--- config.mk ---
export PLATFORM = sky130hd
export DESIGN_NAME = socks5_handshake_parser
export DESIGN_NICKNAME = d
export VERILOG_FILES = /design/src/s5hs_pkg.sv /design/src/s5hs_front.sv /design/src/s5hs_queue.sv /design/src/s5hs_back.sv /design/src/socks5_handshake_parser.sv
export SDC_FILE = /design/constraint.sdc
export NUM_CORES = 1
export LEC_CHECK = 0
export BUFFER_PORTS_ARGS = -buffer_cell sky130_fd_sc_hd__buf_4
export CORE_MARGIN = 8
export CORE_UTILIZATION = 35
export DETAILED_ROUTE_END_ITERATION = 6
export GPL_ROUTABILITY_DRIVEN = 1
export PLACE_DENSITY = 0.58
export SYNTH_ARGS = -nofsm -noshare
export SYNTH_HDL_FRONTEND = slang
export SYNTH_SLANG_ARGS = --single-unit
--- constraint.sdc ---
create_clock -name clk -period 5.8 [get_ports clk]
set_input_delay 0.58 -clock clk [delete_from_list [all_inputs] [get_ports clk]]
set_output_delay 0.58 -clock clk [all_outputs]
set_load 0.02 [all_outputs]
--- src/s5hs_pkg.sv ---
// Shared types and constants of the SOCKS5 handshake parser.
package s5hs_pkg;

  // Command queue depth between parser and reply generator
  localparam int QUEUE_DEPTH_DEFAULT = 4;

  // Credential bytes that can ever match
  localparam int CRED_BYTES = 16;

  // Configuration register indexes
  localparam logic [2:0] REG_USER_LEN = 3'd0;
  localparam logic [2:0] REG_PASS_LEN = 3'd1;
  localparam logic [2:0] REG_USER_LO  = 3'd2;
  localparam logic [2:0] REG_USER_HI  = 3'd3;
  localparam logic [2:0] REG_PASS_LO  = 3'd4;
  localparam logic [2:0] REG_PASS_HI  = 3'd5;

  // Protocol bytes
  localparam logic [7:0] SOCKS_VER       = 8'h05;
  localparam logic [7:0] METHOD_USERPASS = 8'h02;
  localparam logic [7:0] METHOD_NONE     = 8'hFF;
  localparam logic [7:0] AUTH_VER        = 8'h01;
  localparam logic [7:0] AUTH_OK         = 8'h00;
  localparam logic [7:0] AUTH_FAIL       = 8'h01;
  localparam logic [7:0] REP_CMD_UNSUP   = 8'h07;
  localparam logic [7:0] REP_ATYP_UNSUP  = 8'h08;
  localparam logic [7:0] CMD_CONNECT     = 8'h01;
  localparam logic [7:0] ATYP_IPV4       = 8'h01;
  localparam logic [7:0] ATYP_DOMAIN     = 8'h03;
  localparam logic [7:0] ATYP_IPV6       = 8'h04;

  // Result kinds
  localparam logic [1:0] KIND_REPLY   = 2'd0;
  localparam logic [1:0] KIND_ADDR    = 2'd1;
  localparam logic [1:0] KIND_DONE    = 2'd2;
  localparam logic [1:0] KIND_PAYLOAD = 2'd3;

  // Address kinds
  localparam logic [1:0] AK_IPV4   = 2'd0;
  localparam logic [1:0] AK_DOMAIN = 2'd1;
  localparam logic [1:0] AK_IPV6   = 2'd2;

  // Input transaction
  typedef struct packed {
    logic [7:0] in_byte;
    logic       new_session;
  } in_t;

  // Result transaction
  typedef struct packed {
    logic [1:0]  kind;
    logic [7:0]  out_byte;
    logic [15:0] dest_port;
    logic [1:0]  addr_kind;
    logic        close_after;
    logic        last;
  } out_t;

  // Work handed from parser to reply generator
  typedef enum logic [2:0] {
    OP_PAIR,
    OP_REPLY10,
    OP_ADDR,
    OP_DONE,
    OP_PAYLOAD
  } cmd_op_t;

  typedef struct packed {
    cmd_op_t     op;
    logic [7:0]  first;
    logic [7:0]  second;
    logic [15:0] port;
    logic [1:0]  addr_kind;
    logic        close_flag;
  } cmd_t;

endpackage

--- src/s5hs_front.sv ---
// Byte parser: handshake state machine, credential check and config registers.
module s5hs_front import s5hs_pkg::*; (
  input  logic        clk,
  input  logic        rst,
  input  logic        accept,
  input  in_t         in_item,
  input  logic        cfg_we,
  input  logic [2:0]  cfg_index,
  input  logic [63:0] cfg_data,
  output logic        cmd_valid,
  output cmd_t        cmd
);

  typedef enum logic [3:0] {
    PH_GVER, PH_GNM, PH_GMETH, PH_AVER, PH_AULEN, PH_AUSER, PH_APLEN,
    PH_APASS, PH_RHDR, PH_RDLEN, PH_RADDR, PH_RPORT, PH_PAYLOAD, PH_DEAD
  } phase_t;

  localparam int CRED_LIMIT = (CRED_BYTES < 16) ? CRED_BYTES : 16;

  // Config registers
  logic [4:0]  user_len, pass_len;
  logic [63:0] user_lo, user_hi, pass_lo, pass_hi;

  // Parser state
  phase_t      phase, phase_next;
  logic [7:0]  byte_index, byte_index_next;
  logic [7:0]  field_length, field_length_next;
  logic        method_seen, method_seen_next;
  logic        cred_match, cred_match_next;
  logic [7:0]  client_user_len, client_user_len_next;
  logic [7:0]  addr_type, addr_type_next;
  logic [7:0]  command_code, command_code_next;
  logic [15:0] port_hold, port_hold_next;

  // State as seen by this byte (returned to its start values first on a new session)
  phase_t      c_phase;
  logic [7:0]  c_byte_index, c_field_length, c_client_user_len, c_addr_type;
  logic [7:0]  c_command_code;
  logic        c_method_seen, c_cred_match;
  logic [15:0] c_port_hold;

  logic [7:0]  b, bi_inc;
  logic        ms, m;
  logic [15:0] port_full;
  logic [1:0]  cur_ak;

  // Does byte b match credential byte idx
  function automatic logic cred_ok(input logic [63:0] lo, input logic [63:0] hi,
                                   input logic [7:0] idx, input logic [7:0] bv);
    logic [127:0] words;
    logic [7:0]   cb;
    words = {hi, lo};
    cb = words[{idx[3:0], 3'b000} +: 8];
    return (idx < 8'(CRED_LIMIT)) && (cb == bv);
  endfunction

  function automatic logic [1:0] ak_of(input logic [7:0] atyp);
    if (atyp == ATYP_DOMAIN) return AK_DOMAIN;
    if (atyp == ATYP_IPV6) return AK_IPV6;
    return AK_IPV4;
  endfunction

  assign b = in_item.in_byte;

  // Session restart view
  always_comb begin
    c_phase           = in_item.new_session ? PH_GVER : phase;
    c_byte_index      = in_item.new_session ? 8'd0 : byte_index;
    c_field_length    = in_item.new_session ? 8'd0 : field_length;
    c_method_seen     = in_item.new_session ? 1'b0 : method_seen;
    c_cred_match      = in_item.new_session ? 1'b1 : cred_match;
    c_client_user_len = in_item.new_session ? 8'd0 : client_user_len;
    c_addr_type       = in_item.new_session ? 8'd0 : addr_type;
    c_command_code    = in_item.new_session ? 8'd0 : command_code;
    c_port_hold       = in_item.new_session ? 16'd0 : port_hold;
  end

  assign bi_inc    = c_byte_index + 8'd1;
  assign cur_ak    = ak_of(c_addr_type);
  assign port_full = c_port_hold | {8'h00, b};

  // Next state and command for the accepted byte
  always_comb begin
    phase_next           = c_phase;
    byte_index_next      = c_byte_index;
    field_length_next    = c_field_length;
    method_seen_next     = c_method_seen;
    cred_match_next      = c_cred_match;
    client_user_len_next = c_client_user_len;
    addr_type_next       = c_addr_type;
    command_code_next    = c_command_code;
    port_hold_next       = c_port_hold;
    cmd_valid            = 1'b0;
    cmd                  = '0;
    ms                   = c_method_seen | (b == METHOD_USERPASS);
    m                    = c_cred_match;
    case (c_phase)
      PH_GVER: begin
        phase_next = (b == SOCKS_VER) ? PH_GNM : PH_DEAD;
      end
      PH_GNM: begin
        if (b == 8'd0) begin
          phase_next = PH_DEAD;
        end else begin
          field_length_next = b;
          byte_index_next   = 8'd0;
          method_seen_next  = 1'b0;
          phase_next        = PH_GMETH;
        end
      end
      PH_GMETH: begin
        method_seen_next = ms;
        byte_index_next  = bi_inc;
        if (bi_inc >= c_field_length) begin
          cmd_valid      = 1'b1;
          cmd.op         = OP_PAIR;
          cmd.first      = SOCKS_VER;
          cmd.second     = ms ? METHOD_USERPASS : METHOD_NONE;
          cmd.close_flag = !ms;
          phase_next     = ms ? PH_AVER : PH_DEAD;
        end
      end
      PH_AVER: begin
        phase_next = (b == AUTH_VER) ? PH_AULEN : PH_DEAD;
      end
      PH_AULEN: begin
        client_user_len_next = b;
        cred_match_next      = (b == {3'b000, user_len});
        byte_index_next      = 8'd0;
        phase_next           = (b == 8'd0) ? PH_APLEN : PH_AUSER;
      end
      PH_AUSER: begin
        cred_match_next = c_cred_match & cred_ok(user_lo, user_hi, c_byte_index, b);
        byte_index_next = bi_inc;
        if (bi_inc >= c_client_user_len) begin
          phase_next = PH_APLEN;
        end
      end
      PH_APLEN, PH_APASS: begin
        if (c_phase == PH_APLEN) begin
          m                 = c_cred_match & (b == {3'b000, pass_len});
          field_length_next = b;
          byte_index_next   = 8'd0;
        end else begin
          m               = c_cred_match & cred_ok(pass_lo, pass_hi, c_byte_index, b);
          byte_index_next = bi_inc;
        end
        cred_match_next = m;
        if ((c_phase == PH_APLEN) ? (b == 8'd0) : (bi_inc >= c_field_length)) begin
          // Sub-negotiation complete: answer status
          cmd_valid      = 1'b1;
          cmd.op         = OP_PAIR;
          cmd.first      = AUTH_VER;
          cmd.second     = m ? AUTH_OK : AUTH_FAIL;
          cmd.close_flag = !m;
          if (m) begin
            phase_next      = PH_RHDR;
            byte_index_next = 8'd0;
          end else begin
            phase_next = PH_DEAD;
          end
        end else if (c_phase == PH_APLEN) begin
          phase_next = PH_APASS;
        end
      end
      PH_RHDR: begin
        if (c_byte_index == 8'd0) begin
          if (b == SOCKS_VER) byte_index_next = 8'd1;
          else phase_next = PH_DEAD;
        end else if (c_byte_index == 8'd1) begin
          command_code_next = b;
          byte_index_next   = 8'd2;
        end else if (c_byte_index == 8'd2) begin
          if (b == 8'd0) byte_index_next = 8'd3;
          else phase_next = PH_DEAD;
        end else begin
          addr_type_next  = b;
          byte_index_next = 8'd0;
          if (b == ATYP_IPV4) begin
            field_length_next = 8'd4;
            phase_next        = PH_RADDR;
          end else if (b == ATYP_DOMAIN) begin
            phase_next = PH_RDLEN;
          end else if (b == ATYP_IPV6) begin
            field_length_next = 8'd16;
            phase_next        = PH_RADDR;
          end else begin
            cmd_valid      = 1'b1;
            cmd.op         = OP_REPLY10;
            cmd.second     = REP_ATYP_UNSUP;
            cmd.close_flag = 1'b1;
            phase_next     = PH_DEAD;
          end
        end
      end
      PH_RDLEN: begin
        field_length_next = b;
        byte_index_next   = 8'd0;
        phase_next        = (b == 8'd0) ? PH_RPORT : PH_RADDR;
      end
      PH_RADDR: begin
        cmd_valid       = 1'b1;
        cmd.op          = OP_ADDR;
        cmd.first       = b;
        cmd.addr_kind   = cur_ak;
        byte_index_next = bi_inc;
        if (bi_inc >= c_field_length) begin
          byte_index_next = 8'd0;
          phase_next      = PH_RPORT;
        end
      end
      PH_RPORT: begin
        if (c_byte_index == 8'd0) begin
          port_hold_next  = {b, 8'h00};
          byte_index_next = 8'd1;
        end else begin
          port_hold_next  = port_full;
          byte_index_next = 8'd0;
          cmd_valid       = 1'b1;
          if (c_command_code == CMD_CONNECT) begin
            cmd.op        = OP_DONE;
            cmd.port      = port_full;
            cmd.addr_kind = cur_ak;
            phase_next    = PH_PAYLOAD;
          end else begin
            cmd.op         = OP_REPLY10;
            cmd.second     = REP_CMD_UNSUP;
            cmd.close_flag = 1'b1;
            phase_next     = PH_DEAD;
          end
        end
      end
      PH_PAYLOAD: begin
        cmd_valid = 1'b1;
        cmd.op    = OP_PAYLOAD;
        cmd.first = b;
      end
      default: begin
        phase_next = PH_DEAD;
      end
    endcase
  end

  // State and config registers
  always_ff @(posedge clk) begin
    if (rst) begin
      phase           <= PH_GVER;
      byte_index      <= 8'd0;
      field_length    <= 8'd0;
      method_seen     <= 1'b0;
      cred_match      <= 1'b1;
      client_user_len <= 8'd0;
      addr_type       <= 8'd0;
      command_code    <= 8'd0;
      port_hold       <= 16'd0;
      user_len        <= 5'd0;
      pass_len        <= 5'd0;
      user_lo         <= 64'd0;
      user_hi         <= 64'd0;
      pass_lo         <= 64'd0;
      pass_hi         <= 64'd0;
    end else begin
      if (accept) begin
        phase           <= phase_next;
        byte_index      <= byte_index_next;
        field_length    <= field_length_next;
        method_seen     <= method_seen_next;
        cred_match      <= cred_match_next;
        client_user_len <= client_user_len_next;
        addr_type       <= addr_type_next;
        command_code    <= command_code_next;
        port_hold       <= port_hold_next;
      end
      if (cfg_we) begin
        case (cfg_index)
          REG_USER_LEN: user_len <= cfg_data[4:0];
          REG_PASS_LEN: pass_len <= cfg_data[4:0];
          REG_USER_LO:  user_lo  <= cfg_data;
          REG_USER_HI:  user_hi  <= cfg_data;
          REG_PASS_LO:  pass_lo  <= cfg_data;
          REG_PASS_HI:  pass_hi  <= cfg_data;
          default: ;
        endcase
      end
    end
  end

endmodule

--- src/s5hs_queue.sv ---
// Command queue between the parser and the reply generator.
module s5hs_queue import s5hs_pkg::*; #(
  parameter int DEPTH = QUEUE_DEPTH_DEFAULT
) (
  input  logic clk,
  input  logic rst,
  input  logic push,
  input  cmd_t push_data,
  output logic full,
  output logic head_valid,
  output cmd_t head,
  input  logic pop
);

  localparam int PTR_W   = (DEPTH > 1) ? $clog2(DEPTH) : 1;
  localparam int COUNT_W = $clog2(DEPTH + 1);

  cmd_t               slots [DEPTH];
  logic [PTR_W-1:0]   wr_ptr, rd_ptr;
  logic [COUNT_W-1:0] count;

  assign full       = (count == COUNT_W'(DEPTH));
  assign head_valid = (count != '0);
  assign head       = slots[rd_ptr];

  // Pointers and fill count
  always_ff @(posedge clk) begin
    if (rst) begin
      wr_ptr <= '0;
      rd_ptr <= '0;
      count  <= '0;
    end else begin
      if (push) begin
        wr_ptr <= (wr_ptr == PTR_W'(DEPTH - 1)) ? '0 : wr_ptr + PTR_W'(1);
      end
      if (pop) begin
        rd_ptr <= (rd_ptr == PTR_W'(DEPTH - 1)) ? '0 : rd_ptr + PTR_W'(1);
      end
      if (push && !pop) count <= count + COUNT_W'(1);
      else if (pop && !push) count <= count - COUNT_W'(1);
    end
  end

  // Storage
  always_ff @(posedge clk) begin
    if (push) slots[wr_ptr] <= push_data;
  end

`ifndef SYNTHESIS
  a_count_bound: assert property (@(posedge clk) disable iff (rst)
    count <= COUNT_W'(DEPTH))
    else $error("queue count over depth");
  a_no_overflow: assert property (@(posedge clk) disable iff (rst)
    !(push && full))
    else $error("push into full queue");
  a_no_underflow: assert property (@(posedge clk) disable iff (rst)
    !(pop && !head_valid))
    else $error("pop from empty queue");
`endif

endmodule

--- src/s5hs_back.sv ---
// Reply generator: expands queued commands into result transactions.
module s5hs_back import s5hs_pkg::*; (
  input  logic clk,
  input  logic rst,
  input  logic head_valid,
  input  cmd_t head,
  output logic head_pop,
  output logic empty,
  output out_t out_item,
  input  logic pop
);

  logic [3:0] cnt;
  logic [3:0] n_items;
  logic       is_last, advance, out_valid;
  out_t       item;

  // Fixed ten-byte reply with a reply code in byte one
  function automatic logic [7:0] reply10_byte(input logic [3:0] idx, input logic [7:0] rep);
    if (idx == 4'd0) return SOCKS_VER;
    if (idx == 4'd1) return rep;
    if (idx == 4'd3) return ATYP_IPV4;
    return 8'h00;
  endfunction

  always_comb begin
    case (head.op)
      OP_PAIR:    n_items = 4'd2;
      OP_REPLY10: n_items = 4'd10;
      default:    n_items = 4'd1;
    endcase
  end

  assign is_last  = (cnt == n_items - 4'd1);
  assign advance  = head_valid && (!out_valid || pop);
  assign head_pop = advance && is_last;
  assign empty    = !out_valid;

  // Build the current result
  always_comb begin
    item             = '0;
    item.dest_port   = head.port;
    item.addr_kind   = head.addr_kind;
    item.close_after = head.close_flag;
    item.last        = is_last;
    case (head.op)
      OP_PAIR: begin
        item.kind     = KIND_REPLY;
        item.out_byte = (cnt == 4'd0) ? head.first : head.second;
      end
      OP_REPLY10: begin
        item.kind     = KIND_REPLY;
        item.out_byte = reply10_byte(cnt, head.second);
      end
      OP_ADDR: begin
        item.kind     = KIND_ADDR;
        item.out_byte = head.first;
      end
      OP_DONE: begin
        item.kind = KIND_DONE;
      end
      default: begin
        item.kind     = KIND_PAYLOAD;
        item.out_byte = head.first;
      end
    endcase
  end

  // Output register and item counter
  always_ff @(posedge clk) begin
    if (rst) begin
      out_valid <= 1'b0;
      cnt       <= 4'd0;
    end else if (advance) begin
      out_valid <= 1'b1;
      cnt       <= is_last ? 4'd0 : cnt + 4'd1;
    end else if (pop) begin
      out_valid <= 1'b0;
    end
  end

  always_ff @(posedge clk) begin
    if (advance) out_item <= item;
  end

`ifndef SYNTHESIS
  a_cnt_in_range: assert property (@(posedge clk) disable iff (rst)
    head_valid |-> (cnt < n_items))
    else $error("item counter past end of command");
  a_single_last: assert property (@(posedge clk) disable iff (rst)
    (out_valid && out_item.kind != KIND_REPLY) |-> out_item.last)
    else $error("single-item result without last");
  a_out_held: assert property (@(posedge clk) disable iff (rst)
    (out_valid && !pop) |=> (out_valid && $stable(out_item)))
    else $error("waiting result changed before pop");
`endif

endmodule

--- src/socks5_handshake_parser.sv ---
// A byte's commands are registered in the command queue and then in the reply generator's
// output register before its first result shows on the outputs, where it can then be popped.
// The parser takes one byte per cycle while the queue is not full; the reply generator gives one
// result per cycle while pop keeps up, so a byte with n results (up to ten for a failure reply)
// holds it until all n are out, while the command queue (QUEUE_DEPTH entries) keeps taking bytes.
// Reset (synchronous, rst high): greeting phase, config registers zero, queue and output empty.
module socks5_handshake_parser import s5hs_pkg::*; #(
  parameter int QUEUE_DEPTH = QUEUE_DEPTH_DEFAULT
) (
  input  logic        clk,
  input  logic        rst,
  input  logic        push,
  output logic        full,
  input  in_t         in_item,
  output logic        empty,
  input  logic        pop,
  output out_t        out_item,
  input  logic        cfg_valid,
  output logic        cfg_ready,
  input  logic [2:0]  cfg_index,
  input  logic [63:0] cfg_data
);

  logic accept;
  logic cmd_valid, head_valid, head_pop;
  cmd_t cmd, head;

  assign cfg_ready = 1'b1;
  assign accept    = push && !full;

  // Parser front
  s5hs_front u_front (
    .clk       (clk),
    .rst       (rst),
    .accept    (accept),
    .in_item   (in_item),
    .cfg_we    (cfg_valid && cfg_ready),
    .cfg_index (cfg_index),
    .cfg_data  (cfg_data),
    .cmd_valid (cmd_valid),
    .cmd       (cmd)
  );

  // Command queue
  s5hs_queue #(.DEPTH(QUEUE_DEPTH)) u_queue (
    .clk        (clk),
    .rst        (rst),
    .push       (accept && cmd_valid),
    .push_data  (cmd),
    .full       (full),
    .head_valid (head_valid),
    .head       (head),
    .pop        (head_pop)
  );

  // Reply generator back
  s5hs_back u_back (
    .clk        (clk),
    .rst        (rst),
    .head_valid (head_valid),
    .head       (head),
    .head_pop   (head_pop),
    .empty      (empty),
    .out_item   (out_item),
    .pop        (pop)
  );

endmodule
== Word level (Yosys, flattened, before mapping) ==
Memories as Yosys holds them, arrays and structs flattened. A register that Yosys moved wholly into a read port is not among the register bits.
Cells that the tools add are included.
Widths: inputs -> output; s select.
Storage, ports and cells
  register bits after elaboration: 370
  latch bits: 0
  RAM bits: 152
  memory bits (read-only): 0
  bits of input ports: 81
  output and inout bits: 33
  word-level logic and storage cells: 265
  memories: 1
Cells by class
  $add $sub $neg: 7
  $mul: 0
  divide/modulo/power cells: 0
  order comparisons: 3
  equality and inequality tests: 40
  shift-type cells: 2
  muxes and demuxes: 146
  bitwise operators: 5
  reductions and logical operators: 35
Memory list
  u_queue.slots: words 4, bits a word 38, read ports 1, clocked after Yosys merged registers in 1, wr ports 1, line s5hs_queue.sv:18  | cmd_t slots [DEPTH];
Operator list (count)
  $mux 8: 44
  $shiftx 128x8->8: 2
  $mux 4: 19
  $mux 16: 4
  $pmux 8 s4: 2
  $pmux 8 s7: 1
  $pmux 4 s12: 1
  $pmux 8 s3: 2
  $mux 1: 39
  $mux 3: 12
  $eq 8x2->1 const B: 4
  $mux 27: 1
  $eq 8x1->1 const B: 3
  $eq 8x3->1 const B: 3
  $eq 4x4->1 const B: 5
  $mux 2: 10
  $mux 18: 1
  $pmux 3 s6: 1
  $eq 4x3->1 const B: 4
  $eq 8x5->1: 2
  $eq 8x8->1: 2
  $ge 8x8->1: 2
  $logic_not 8->1: 2
  $or 16x8->16: 1
  other kinds (34): 71

== Longest topological paths before layout ==
  depth in word-level cells: 13
  gate-level depth with buffers: 24
  mapped depth without buffers: 17

== Cells and area by module ==
A second synthesis with hierarchy kept.
Unflattened totals
  cell total of the unflattened synthesis: 2413
  area total of the unflattened synthesis: 23207.3 µm²
Modules (own cells, without submodules)
  s5hs_front: instances 1, cells an instance 2072, area an instance 15842.7 µm², sequential area each 6566.3 µm²
  s5hs_queue: instances 1, cells an instance 242, area an instance 5939.4 µm², sequential area each 4744.6 µm²
  s5hs_back: instances 1, cells an instance 95, area an instance 1398.8 µm², sequential area each 1001.0 µm²
  socks5_handshake_parser: instances 1, cells an instance 4, area an instance 26.3 µm², sequential area each 0.0 µm²

== Least setup slack after synthesis ==
No wires, ideal clock.
  kind: input to register
  start point: input in_item[0] in the netlist's numbering
  end point: register u_queue.count[2]
  library setup time: 0.070 ns
  arrival time: 4.796 ns
  slack: 0.934 ns
  cell stages on the path: 23
  path buffers: 7
  path through: buf_2 buf_2 inv_1 clkbuf_1 buf_2 buf_1 buf_1 nand2_1 ha_1 o21ai_0 nand2b_1 a31oi_1 o21ai_2 nand3_1 a211oi_1 o41a_1 buf_2 ha_1 inv_1 fa_1 xor2_1 or3_1 a21oi_1
Between the ends
  longest elaborated chain between the ends: 10
  elaborated cells between the ends (all ways): 31
  those cells by class: add/sub (1); order compare (1); eq/ne (9); mux (12); reduce/logical (8)
Ends and longest elaborated chain
  from (decl): line socks5_handshake_parser.sv:14  | input in_t in_item,
  $mux 8: line s5hs_front.sv:69  | c_byte_index = in_item.new_session ? 8'd0 : byte_index;
  $add 8x1->8 / $eq 8x2->1 (equally long branches): line s5hs_front.sv:79, s5hs_front.sv:174
  $ge 8x8->1 / $mux 1 (equally long branches): line s5hs_front.sv:115, s5hs_front.sv:150, s5hs_front.sv:174
  $mux 1 (on tied branches): line s5hs_front.sv:150, s5hs_front.sv:171
  $mux 1 (on tied branches): line s5hs_front.sv:150, s5hs_front.sv:168
  $pmux 1 s5 (*): line s5hs_front.sv:98  | case (c_phase)
  $logic_and 1x1->1 (*): line socks5_handshake_parser.sv:48  | .push (accept && cmd_valid),
  named net u_queue.push: line s5hs_queue.sv:7  | input logic push,
  $logic_not 1->1: line s5hs_queue.sv:40  | else if (pop && !push) count <= count - COUNT_W'(1);
  $logic_and 1x1->1: line s5hs_queue.sv:40
  $reduce_bool 2->1 (no line)
  to (signal assigned): line s5hs_queue.sv:39  | if (push && !pop) count <= count + COUNT_W'(1);
  to (signal assigned): line s5hs_queue.sv:40
  to (decl): line s5hs_queue.sv:20  | logic [COUNT_W-1:0] count;
Mark *: on every way through the listed nets, which the timed path passes. The rest lies on a longest branch.
A chain may end at the register's enable or synchronous reset.

== Worst setup path in the final report ==
  start point: register u_front.byte_index[3]
  end point: register u_queue.count[2]
Between the ends
  longest elaborated chain between the ends: 10
  elaborated cells between the ends (all ways): 20
  those cells by class: add/sub (1); order compare (1); eq/ne (2); mux (10); reduce/logical (6)
Ends and longest elaborated chain
  from (decl): line s5hs_front.sv:27  | logic [7:0] byte_index, byte_index_next;
  from (signal assigned): line s5hs_front.sv:266  | byte_index <= byte_index_next;
  $mux 8 (*): line s5hs_front.sv:69
  $add 8x1->8 / $eq 8x2->1 (equally long branches): line s5hs_front.sv:79, s5hs_front.sv:174
  $ge 8x8->1 / $mux 1 (equally long branches): line s5hs_front.sv:115, s5hs_front.sv:150, s5hs_front.sv:174
  $mux 1 (on tied branches): line s5hs_front.sv:150, s5hs_front.sv:171
  $mux 1 (on tied branches): line s5hs_front.sv:150, s5hs_front.sv:168
  $pmux 1 s5 (*): line s5hs_front.sv:98
  $logic_and 1x1->1 (*): line socks5_handshake_parser.sv:48
  $logic_not 1->1: line s5hs_queue.sv:40
  $logic_and 1x1->1: line s5hs_queue.sv:40
  $reduce_bool 2->1 (no line)
Every way passes the cells marked *; elsewhere a longest branch is shown, timed or not.

==> reports/results.tsv <==
metric	value	unit
status	completed	
CTS resizes	0	
# diodes	0	
PwrDens	352	mW/mm^2
total gr overflow	0	
synthesized flop and latch total	512	
worst path arrival time	5180	ps
peak supply drop	0.214	mV
Initial Utilization	0.355	
clock buffer count from CTS	54	
Yosys cell types	84	
Die W	272	um
first-pass GRT wire length	110000	um
critical path class	reg2reg	
DRC	0	
fin area	0.0262	mm^2
Reg clk slew, reported paths	70	ps
maximum clock insertion buffer count	3	
post-route ant nets	0	
worst-case hold slack	245	ps
Worst Tran Pin Value	1020	ps
max cap viols	0	
share of cells above drive strength 1	0.137	
Worst Path Buf+Inv	1	
RSZ-0062 raised after global routing	no	
Tcrit/Tclk final	0.804	
crit-path max FO	16	
f_max	215	MHz
initial antenna violation count	4	
CTS tree	yes	
mapped cell area	0.0229	mm^2
I/O pin cnt	114	
postcts setup bufs	0	
Iteration-0 DRC Markers	1734	
vias per cell	5.51	
slowest stage delay, CP	670	ps
final setup TNS	0	ps
Setup-failing EPs final	0	
Hold Crit Class	in2reg	
leading cell type in the layout, fill and taps excluded	nand2_1	
Clock Root Buffer	clkbuf_16	
Routed WL	72600	um
min Tclk post-route	4660	ps
Post-Syn Nets	2545	
core area	0.0646	mm^2
main flop type after synthesis	dfxtp_1	
Syn Area/Cell	9.38	um^2
largest net degree at the start of global routing	145	
total vias in the final route	18501	
die area	0.0739	mm^2
number of global-route vias before repair	18292	
Skew-Pair Late Insertion Delay	610	ps
clk sinks	512	
area grow syn2layout	14.3	%
Worst slew margin	0.320	
Post-synth EDFFs	170	
RD Place Congestion	0.920	
fin. max-slew vios	0	
global-route usage over all layers	0.188	
Site Rows	93	
CP required	6320	ps
Leak	8.74	nW
nets	2567	
crit start category	flop	
sequential fraction of the synthesis area	0.522	
Clock Skew	15.1	ps
most frequent cells in the layout	nand2_1, dfxtp_1, a21oi_1, edfxtp_1, buf_4	
Cells after Synth	2442	
DP HPWL	48800	um
CP top delay family	compound AO/OA/AOI/OAI gates	
Crit-path slowest cell	dfxtp_1	
Die Ht	272	um
H-tree levels	2	
Async SR Flop Fraction	0	
Ys Warns	0	
# hold bufs at CTS	0	
Final Hold Fails	0	
Avg WL per Cell	21.6	um
PortBufs	112	
CP Cell Sequence	nand2b_1 > xnor2_1 > ha_1 > o21ai_0 > nand2b_1 > a31oi_1 > o21ai_1 > a31oi_2 > nor2_1 > o41a_1 > ha_1 > inv_1 > fa_1 > xor2_1 > or3_1 > a21oi_1	
Placed Area	0.0244	mm^2
critical path endpoint category	flop	
drt pass-1 iters	7	
-- state kept, by name (all words and copies together), names as in the netlist, 2 cells and up, named ones only --
signal / cells
u_front.user_hi: 64
u_front.user_len: 5
u_back.out_item: 30
u_front.phase: 4
u_queue.wr_ptr: 2
u_front.field_length: 8
u_front.command_code: 8
u_queue.rd_ptr: 2
u_front.pass_lo: 64
u_back.cnt: 4
u_front.pass_len: 5
u_front.client_user_len: 8
u_front.addr_type: 8
u_front.user_lo: 64
u_queue.count: 3
u_queue.slots: 140
u_front.byte_index: 8
u_front.port_hold: 16
u_front.pass_hi: 64
-- final timing paths --
path	depth (start not counted)	from	endpoint	slack, ps
min	3	cfg_data[40]	u_front.pass_lo[40]	240
min reg2reg	2	u_front.user_lo[8]	u_front.user_lo[8]	450
max reg2reg	16	u_front.byte_index[3]	u_queue.count[2]	1140
max	16	u_front.byte_index[3]	u_queue.count[2]	1140
-- worst reg2reg max path, cell delays in order, from the launching register on --
cell and delay (ps):
dfxtp_1 670, nand2b_1 320, xnor2_1 530, ha_1 330, o21ai_0 140, nand2b_1 70
a31oi_1 270, o21ai_1 160, a31oi_2 380, nor2_1 130, o41a_1 540, ha_1 260
inv_1 90, fa_1 200, xor2_1 80, or3_1 300, a21oi_1 130
-- cell families (layout without fill, tap and decap cells) --
kind of cell / count (synthesis) / in the layout / share of synthesized area
and+or+nand+nor: 916 / 916 / 0.168
AOI/OAI and AO/OA: 615 / 615 / 0.162
DFF: 512 / 512 / 0.522
buffers and inverters: 216 / 278 / 0.0415
muxes: 124 / 124 / 0.0805
xor gates and xnor gates: 36 / 36 / 0.0138
adders and majority gates: 22 / 22 / 0.0123
other: 1 / 1 / 0.000164
-- cells in the mapped netlist (all sizes together) (7+ instances only) --
master	n	area (um^2)
and2	21	131
nor2	155	582
or3	10	67.6
nand2b	24	150
nor3	27	135
or2	9	56.3
a211oi	14	105
o22ai	28	175
a31oi	17	113
nor4	8	65.1
nand3	20	100
a21oi	321	1610
dfxtp	342	6850
inv	25	93.8
xor2	12	105
clkbuf	133	499
ha	21	263
and3	7	43.8
xnor2	24	210
buf	57	354
nand2	599	2250
edfxtp	170	5100
o211ai	18	135
mux4	46	1040
mux2	22	248
a22oi	50	375
o21a	10	75.1
o221ai	19	166
nor2b	15	93.8
mux2i	56	561
o21ai	72	364
-- metal layers --
metal	global-route usage	up-vias	routed length, um
met5	0	-	55
met4	0.0705	8	2590
met3	0.0292	137	3870
met2	0.329	645	36000
met1	0.232	9046	30100
li1	-	8665	-
-- through the flow --
step,total power [mW],utilization,cells,setup slack (ps)
5_1_grt,9.56,0.405,3359,802
3_3_place_gp,5.75,0.377,3263,940
3_5_place_dp,5.76,0.377,3263,901
6_report,9.21,0.405,3359,1140
4_1_cts,9.31,0.405,3359,1150
2_1_floorplan,5.14,-,2442,934
-- layout make-up --
cell class | count | area [um^2]
fillers | 6302 | 38400
inverters | 26 | 97.6
clock inverters | 22 | 273
multi-input cells | 1714 | 10000
flip-flops and latches | 512 | 12000
repair buffers | 156 | 1190
clock buffers | 74 | 1550
well taps | 855 | 1070
-- power by group --
part	internal [mW]	switching (mW)
sequential	3.92	0.142
clock	2.09	1.45
combinational	0.605	1.01
(Power assumes the default switching activity.)
